===== src/hw/rtl/rar_pkg.sv =====
// shared types and constants for the rational arithmetic reduce block
package rar_pkg;

    localparam int DATA_WIDTH = 32;
    localparam int IO_WIDTH   = 32;
    localparam int CNT_WIDTH  = $clog2(DATA_WIDTH + 1);

    typedef logic [DATA_WIDTH-1:0] word_t;
    typedef logic [CNT_WIDTH-1:0]  cnt_t;

    typedef enum logic [1:0] {
        OP_ADD = 2'd0,
        OP_MUL = 2'd1,
        OP_DIV = 2'd2,
        OP_RSV = 2'd3
    } op_t;

    typedef enum logic [3:0] {
        ST_IDLE,
        ST_MUL1,
        ST_MUL2,
        ST_SUM,
        ST_GCD,
        ST_DIV_INIT,
        ST_DIV,
        ST_SIGN,
        ST_OUT
    } state_t;

    // controller to datapath
    typedef struct packed {
        logic load;
        logic mul1;
        logic mul2;
        logic sum;
        logic gcd_step;
        logic div_init;
        logic div_step;
        logic sign_fix;
    } dp_cmd_t;

    // datapath to controller
    typedef struct packed {
        logic gcd_done;
        logic div_done;
    } dp_sts_t;

endpackage


===== src/hw/rtl/rational_arith_reduce_core.sv =====
// Rational arithmetic with gcd reduction, top level.
// Input beat: operation with a_num/a_den and b_num/b_den, taken on
// in_valid && in_ready. Output beat: res_num/res_den and undefined,
// taken on out_valid && out_ready. Exactly one output beat per input beat.
// operation 0 adds, 1 multiplies, 2 and 3 divide first by second; all
// products wrap at DATA_WIDTH bits.
// One item at a time: in_ready is high only while the core is idle.
// Order of work: multiply and sum states, then a Euclid gcd where each
// remainder is formed bit by bit on a bit-serial subtractor (up to
// about 45 remainders at 32 bits) plus a step to see the zero, then
// the two restoring dividers that divide both parts by the gcd,
// then the sign step, after which out_valid rises.
// The next input beat can be taken from the cycle after the output beat on.
// When both raw parts are zero, undefined is set and both parts are zero.
// Reset returns the controller to idle; no output beat is pending after it.
// A stalled receiver holds the result and the core takes no new beat.
module rational_arith_reduce_core (
    input  logic        clk,
    input  logic        rst_n,
    input  logic        in_valid,
    output logic        in_ready,
    input  logic [1:0]  operation,
    input  logic [31:0] a_num,
    input  logic [31:0] a_den,
    input  logic [31:0] b_num,
    input  logic [31:0] b_den,
    output logic        out_valid,
    input  logic        out_ready,
    output logic [31:0] res_num,
    output logic [31:0] res_den,
    output logic        undefined
);
    import rar_pkg::*;

    dp_cmd_t cmd;
    dp_sts_t sts;
    logic    busy;
    logic    done;
    logic    in_fire;
    logic    out_stage;

    assign in_ready  = !busy;
    assign in_fire   = in_valid && in_ready;

    rar_ctrl u_ctrl (
        .clk      (clk),
        .rst_n    (rst_n),
        .in_fire  (in_fire),
        .out_free (out_ready),
        .sts      (sts),
        .cmd      (cmd),
        .busy     (busy),
        .done     (done)
    );

    rar_datapath u_dp (
        .clk       (clk),
        .cmd       (cmd),
        .operation (operation),
        .a_num     (a_num),
        .a_den     (a_den),
        .b_num     (b_num),
        .b_den     (b_den),
        .sts       (sts),
        .res_num   (res_num),
        .res_den   (res_den),
        .undefined (undefined)
    );

    assign out_stage = busy && !(cmd.load | cmd.mul1 | cmd.mul2 | cmd.sum | cmd.gcd_step
                                 | cmd.div_init | cmd.div_step | cmd.sign_fix);
    assign out_valid = out_stage;

`ifndef SYNTHESIS
    a_no_accept_busy: assert property (@(posedge clk) disable iff (!rst_n)
        out_valid |-> !in_ready) else $error("input taken while result pending");
    a_done_once: assert property (@(posedge clk) disable iff (!rst_n)
        done |=> !out_valid) else $error("result repeated");
    a_load_idle: assert property (@(posedge clk) disable iff (!rst_n)
        in_fire |=> busy) else $error("core not busy after input beat");
`endif

endmodule


===== src/hw/rtl/rar_ctrl.sv =====
// controller state machine for the rational arithmetic reduce block
module rar_ctrl (
    input  logic             clk,
    input  logic             rst_n,
    input  logic             in_fire,
    input  logic             out_free,
    input  rar_pkg::dp_sts_t sts,
    output rar_pkg::dp_cmd_t cmd,
    output logic             busy,
    output logic             done
);
    import rar_pkg::*;

    state_t state_reg, state_next;

    always_ff @(posedge clk or negedge rst_n)
    begin
        if (!rst_n)
        begin
            state_reg <= ST_IDLE;
        end
        else
        begin
            state_reg <= state_next;
        end
    end

    always_comb
    begin
        state_next = state_reg;
        case (state_reg)
            ST_IDLE:     if (in_fire) state_next = ST_MUL1;
            ST_MUL1:     state_next = ST_MUL2;
            ST_MUL2:     state_next = ST_SUM;
            ST_SUM:      state_next = ST_GCD;
            ST_GCD:      if (sts.gcd_done) state_next = ST_DIV_INIT;
            ST_DIV_INIT: state_next = ST_DIV;
            ST_DIV:      if (sts.div_done) state_next = ST_SIGN;
            ST_SIGN:     state_next = ST_OUT;
            ST_OUT:      if (out_free) state_next = ST_IDLE;
            default:     state_next = ST_IDLE;
        endcase
    end

    always_comb
    begin
        cmd          = '0;
        cmd.load     = (state_reg == ST_IDLE) && in_fire;
        cmd.mul1     = (state_reg == ST_MUL1);
        cmd.mul2     = (state_reg == ST_MUL2);
        cmd.sum      = (state_reg == ST_SUM);
        cmd.gcd_step = (state_reg == ST_GCD);
        cmd.div_init = (state_reg == ST_DIV_INIT);
        cmd.div_step = (state_reg == ST_DIV);
        cmd.sign_fix = (state_reg == ST_SIGN);
        busy         = (state_reg != ST_IDLE);
        done         = (state_reg == ST_OUT) && out_free;
    end

endmodule


===== src/hw/rtl/rar_datapath.sv =====
// cross products, euclid gcd and restoring dividers
module rar_datapath (
    input  logic             clk,
    input  rar_pkg::dp_cmd_t cmd,
    input  logic [1:0]       operation,
    input  logic [31:0]      a_num,
    input  logic [31:0]      a_den,
    input  logic [31:0]      b_num,
    input  logic [31:0]      b_den,
    output rar_pkg::dp_sts_t sts,
    output logic [31:0]      res_num,
    output logic [31:0]      res_den,
    output logic             undefined
);
    import rar_pkg::*;

    word_t an_reg, ad_reg, bn_reg, bd_reg;
    logic  div_op_reg, add_op_reg;
    word_t p0_reg, p1_reg, p2_reg;
    word_t rn_reg, rd_reg;
    word_t gx_reg, gy_reg, gx_next, gy_next;
    // gcd done when the second value reaches zero; one remainder bit a cycle
    word_t rem_reg;
    cnt_t  gcnt_reg;
    logic  gact_reg;
    word_t qn_reg, qd_reg, ren_reg, red_reg;
    cnt_t  dcnt_reg;
    logic  und_reg;

    function automatic word_t mag(input word_t v);
        mag = v[DATA_WIDTH-1] ? (~v + word_t'(1)) : v;
    endfunction

    // restoring trials: gcd remainder x mod y, serial over x; dividers by x
    logic [DATA_WIDTH:0] gtrial;
    logic [DATA_WIDTH:0] ntrial, dtrial;
    always_comb
    begin
        gtrial = {rem_reg, gx_reg[DATA_WIDTH-1]} - {1'b0, gy_reg};
        ntrial = {ren_reg, qn_reg[DATA_WIDTH-1]} - {1'b0, gx_reg};
        dtrial = {red_reg, qd_reg[DATA_WIDTH-1]} - {1'b0, gx_reg};
        gx_next = gx_reg;
        gy_next = gy_reg;
    end

    assign sts.gcd_done = (gy_reg == '0) && !gact_reg;
    assign sts.div_done = (dcnt_reg == cnt_t'(DATA_WIDTH));

    always_ff @(posedge clk)
    begin
        if (cmd.load)
        begin
            an_reg     <= a_num[DATA_WIDTH-1:0];
            ad_reg     <= a_den[DATA_WIDTH-1:0];
            bn_reg     <= b_num[DATA_WIDTH-1:0];
            bd_reg     <= b_den[DATA_WIDTH-1:0];
            div_op_reg <= operation[1];
            add_op_reg <= (operation == OP_ADD);
        end
        if (cmd.mul1)
        begin
            p0_reg <= word_t'(an_reg * (div_op_reg ? bd_reg : (add_op_reg ? bd_reg : bn_reg)));
            p2_reg <= word_t'(ad_reg * (div_op_reg ? bn_reg : bd_reg));
        end
        if (cmd.mul2)
        begin
            p1_reg <= word_t'(ad_reg * bn_reg);
        end
        if (cmd.sum)
        begin
            rn_reg   <= add_op_reg ? (p0_reg + p1_reg) : p0_reg;
            rd_reg   <= p2_reg;
            gx_reg   <= mag(add_op_reg ? (p0_reg + p1_reg) : p0_reg);
            gy_reg   <= mag(p2_reg);
            gact_reg <= 1'b0;
        end
        if (cmd.gcd_step)
        begin
            if (!gact_reg)
            begin
                if (gy_reg != '0)
                begin
                    gact_reg <= 1'b1;
                    gcnt_reg <= '0;
                    rem_reg  <= '0;
                end
            end
            else
            begin
                // shift x through the remainder; y ends holding the next remainder, x the old y
                if (!gtrial[DATA_WIDTH])
                    rem_reg <= gtrial[DATA_WIDTH-1:0];
                else
                    rem_reg <= {rem_reg[DATA_WIDTH-2:0], gx_reg[DATA_WIDTH-1]};
                gcnt_reg <= gcnt_reg + cnt_t'(1);
                if (gcnt_reg == cnt_t'(DATA_WIDTH - 1))
                begin
                    gact_reg <= 1'b0;
                    gx_reg   <= gy_next;
                    gy_reg   <= (!gtrial[DATA_WIDTH]) ? gtrial[DATA_WIDTH-1:0]
                                : {rem_reg[DATA_WIDTH-2:0], gx_reg[DATA_WIDTH-1]};
                end
                else
                begin
                    gx_reg   <= {gx_next[DATA_WIDTH-2:0], 1'b0};
                end
            end
        end
        if (cmd.div_init)
        begin
            und_reg  <= (gx_reg == '0);
            qn_reg   <= mag(rn_reg);
            qd_reg   <= mag(rd_reg);
            ren_reg  <= '0;
            red_reg  <= '0;
            dcnt_reg <= '0;
        end
        if (cmd.div_step && !sts.div_done)
        begin
            ren_reg <= ntrial[DATA_WIDTH] ? {ren_reg[DATA_WIDTH-2:0], qn_reg[DATA_WIDTH-1]}
                       : ntrial[DATA_WIDTH-1:0];
            red_reg <= dtrial[DATA_WIDTH] ? {red_reg[DATA_WIDTH-2:0], qd_reg[DATA_WIDTH-1]}
                       : dtrial[DATA_WIDTH-1:0];
            qn_reg  <= {qn_reg[DATA_WIDTH-2:0], ~ntrial[DATA_WIDTH]};
            qd_reg  <= {qd_reg[DATA_WIDTH-2:0], ~dtrial[DATA_WIDTH]};
            dcnt_reg <= dcnt_reg + cnt_t'(1);
        end
        if (cmd.sign_fix)
        begin
            qn_reg <= und_reg ? '0 : (rn_reg[DATA_WIDTH-1] ? (~qn_reg + word_t'(1)) : qn_reg);
            qd_reg <= und_reg ? '0 : (rd_reg[DATA_WIDTH-1] ? (~qd_reg + word_t'(1)) : qd_reg);
        end
    end

    assign res_num   = IO_WIDTH'(signed'(qn_reg));
    assign res_den   = IO_WIDTH'(signed'(qd_reg));
    assign undefined = und_reg;

endmodule

===== config.mk =====
export PLATFORM = sky130hd
export DESIGN_NAME = rational_arith_reduce_core
export DESIGN_NICKNAME = d
export VERILOG_FILES = /design/src/hw/rtl/rar_pkg.sv /design/src/hw/rtl/rational_arith_reduce_core.sv /design/src/hw/rtl/rar_ctrl.sv /design/src/hw/rtl/rar_datapath.sv
export SDC_FILE = /design/constraint.sdc
export NUM_CORES = 2
export LEC_CHECK = 0
export ABC_AREA = 0
export BUFFER_PORTS_ARGS = -buffer_cell sky130_fd_sc_hd__buf_2
export CORE_AREA = 5 5 651 492
export DETAILED_ROUTE_END_ITERATION = 8
export DIE_AREA = 0 0 656 497
export PLACE_DENSITY_LB_ADDON = 0.12
export SLEW_MARGIN = 20
export SYNTH_ARGS = -nofsm -noshare
export SYNTH_HDL_FRONTEND = slang
export SYNTH_SLANG_ARGS = --single-unit

===== constraint.sdc =====
create_clock -name clk -period 8.6 [get_ports clk]
set_input_delay 0.43 -clock clk [delete_from_list [all_inputs] [get_ports clk]]
set_output_delay 0.43 -clock clk [all_outputs]
set_load 0.05 [all_outputs]

==> summary.md <==
| Metric | Value |
|---|---|
| Status | finished clean |
| Worst reg2reg endpoint | u_dp.p0_reg[31] |
| Largest stage delay on the critical path | 0.59 ns |
| Detailed-route via count | just under 60k |
| Drt wl/cell | about 22 um |
| Ys async rst share | 0.752% |
| Startpoint types | flip-flop |
| Initial Util | around a quarter |
| CTS HTree Levels | 3 |
| Seq cells post-synth | 532 |
| Die Ht | 497 um |
| Syn. warnings | 0 |
| Seq/Total Area, Yosys | 19.6% |
| RSZ-0062 raised after global routing | false |
| Final worst-path cycle share | roughly 95% |
| DRT iter0 DRCs | about 3.4k |
| Synthesized area | ~78000 um2 |
| Total Neg Setup Slack | 0 ns |
| Final-layout fill cell count | around 33k |
| I/O Buffers | 200 |
| Final Hold Viols | 0 |
| Post-CTS Setup Bufs | 0 |
| Final Max Slew Viols | 0 |
| Fmax | around 0.12 GHz |
| Total GRT Usage | between 10% and 20% |
| Initial antenna violation count | 14 |
| Slew HR | 26.6% |
| Most frequent cells in the layout | 1398 x inv_1, 1228 x fa_1, 1093 x nand2_1 |
| Crit path DAT | 8.65 ns |
| First-pass GRT wire length | between 400000 and 500000 um |
| Die X | around 660 um |
| Net Count, Synth | just over 10k |
| Clock Skews | ~0.057 ns |
| Maxcap violations | 0 |
| Period minus WS final | roughly 8.2 ns |
| Post-Syn Instances | 8317 |
| Layout cells sized above 1 | 7.50% |
| Clock buffer depth | 3 |
| Nets | a little over 10k |
| R2r worst-path depth | 27 |
| Rows | between 150 and 200 |
| RR Startpoint | u_dp.div_op_reg |
| I/O pin count | roughly 200 |
| Critical path peak fanout | 21 |
| Min-delay worst type | input pin to flip-flop |
| Core footprint | 313000 um2 |
| Number of global-route vias before repair | between 60k and 70k |
| Slowest CP cell | mux2_2 |
| Area of the multi-input gates | ~56000 um2 |
| Syn_area_per_cell | 9.38 um2 |
| Crit path top cell by count | fa_1 |
| GPL Wtd Cong | 0.844 |
| Register area | 15300 um2 |
| Die area | roughly 330000 um2 |
| Worst skew pair latency | around 0.72 ns |
| Setup violators final | 0 |
| Clock root buffer | clkbuf_16 |
| CTS buffer count | 71 |
| Number of flops mapped to enable cells by yosys | approximately 460 |
| Total global routing overflow | 0 |
| R2R Setup Slk | 0.42 ns |
| Vias per cell | 4.57 |
| Worst Path Required | 9.07 ns |
| CP startpoint | u_dp.div_op_reg |
| CP Class | flip-flop to flip-flop |
| Post-DRT Antenna Nets | 0 |
| Top_reg_cell synth | edfxtp_1 |
| Yosys cell types | roughly 90 |
| TritonRoute pass-1 iters | 5 |
| Largest net degree at the start of global routing | ~100 |
| CP Capture Type | flip-flop |
| Worst-margin pin slew | roughly 1.1 ns |
| Synth-to-Final Area Change | 13.3% |
| Most common cell after layout, fill and taps aside | inv_1 |
| Post-DP HPWL | 224000 um |
| Total wire length | approximately 280000 um |
| Post-route DRC violation count | 0 |
| Clk sink count | 532 |
| Setup crit end | u_dp.p0_reg[31] |
| Clock transition at path regs | roughly 0.070 ns |
| CTS tree | built |
==> critical path: cells and delay by family, from the launching register on <==
family	cells	cell delay, ns
simple gates	7	0.94
mux	1	0.59
compound gates	6	1.40
fa+ha+maj	9	4.07
flops	1	0.46
buf+inv	3	0.31
xor+xnor	1	0.12
==> layer usage <==
metal | vias to the layer above | share of wire (%) | track usage [%]
met5 | - | 0.0047 | 0
met4 | 2 | 2.0 | 2.93
met3 | 181 | 4.2 | 2.07
met2 | 1137 | 46 | 27.0
met1 | 30000 | 48 | 24.4
li1 | 26700 | - | -
==> how the worst min path moves through the flow <==
stage               startpoint                   to  slack, ns  cells after the start
floorplan                rst_n  u_ctrl.state_reg[0]       0.13                      0
global placement         rst_n  u_ctrl.state_reg[1]       0.25                      1
detailed placement       rst_n  u_ctrl.state_reg[1]       0.25                      1
CTS                  out_ready  u_ctrl.state_reg[3]       0.19                      3
global route         out_ready  u_ctrl.state_reg[3]       0.20                      3
finish               out_ready  u_ctrl.state_reg[3]       0.23                      3
==> kinds of logic after synthesis <==
kind of cell / Yosys count / share of synthesized area, %
buffers and inverters: 1813 / 8.75
AOI/OAI and AO/OA: 984 / 8.16
muxes: 125 / 1.71
adders and majority gates: 1733 / 39.6
xor gates and xnor gates: 515 / 5.78
and+or+nand+nor: 2615 / 16.3
DFF: 532 / 19.6
==> cell usage after synthesis (8+ instances only) <==
master     count  area share, %
buf_1         17          0.082
nor3b_1        9          0.087
o21a_1        49           0.47
ha_1         505            8.1
o21bai_1      23           0.22
o22ai_1       68           0.55
a211o_1       13           0.15
o2111ai_1      9           0.10
a21o_1        68           0.65
a221oi_1      10           0.11
xnor2_1      326            3.7
and3_1        18           0.14
inv_1       1398            6.7
a31oi_1       29           0.23
nand2_1     1094            5.3
nor2b_1       46           0.37
o311ai_0       9           0.10
nand4_1       17           0.14
o211ai_1      52           0.50
or2_2         17           0.14
a211oi_1      36           0.35
nand3_1       79           0.51
nor2_1       313            1.5
or4_1         21           0.20
edfxtp_1     463             18
or3_1         33           0.26
nor3_1        90           0.58
o21ai_0      202            1.3
mux2i_1       58           0.74
dfxtp_1       65            1.7
nand3b_1      12           0.12
and2_1       760            6.1
a21oi_1      258            1.7
clkbuf_1     387            1.9
mux2_2        66           0.95
xor2_1       189            2.1
nor4_1        42           0.34
o41ai_1       15           0.17
a21boi_0       8          0.077
nand2b_1      41           0.33
o31ai_1       60           0.58
fa_1        1228             32
==> metrics by stage <==
| step | hold WS, ns | area (um2) | util, % | setup WS, ns | cells |
|---|---|---|---|---|---|
| finish | 0.232 | 88300 | 28.2 | 0.421 | 12700 |
| global route | 0.198 | 88300 | 28.2 | 0.0347 | 12700 |
| CTS | 0.190 | 88300 | 28.2 | 0.383 | 12700 |
| detailed placement | 0.254 | 84500 | 27.0 | 0.408 | 12400 |
| global placement | 0.253 | 84500 | 27.0 | 0.427 | 12400 |
| floorplan | 0.134 | 78000 | - | 0.419 | 8317 |
==> what timing repair did <==
action | 4_1_cts | 5_1_grt
setup endpoints to repair | 0 | 2
endpoints found under the hold margin | 134 | 0
gates resized for setup | 0 | 2
hold buffers | 131 | 0
==> final cells by class <==
| type | instances | area share [%] |
|---|---|---|
| multi-input combinational | 5972 | 63.4 |
| sequential | 532 | 17.3 |
| inverter | 1400 | 5.95 |
| tap | 4140 | 5.86 |
| timing repair buffer | 529 | 4.59 |
| clock buffer | 89 | 2.13 |
| clock inverter | 39 | 0.705 |
| antenna | 7 | 0.0198 |
Power is left out: the tool's default activity adds up to more than one toggle a clock period on the data nets, which glitch-free logic cannot reach.
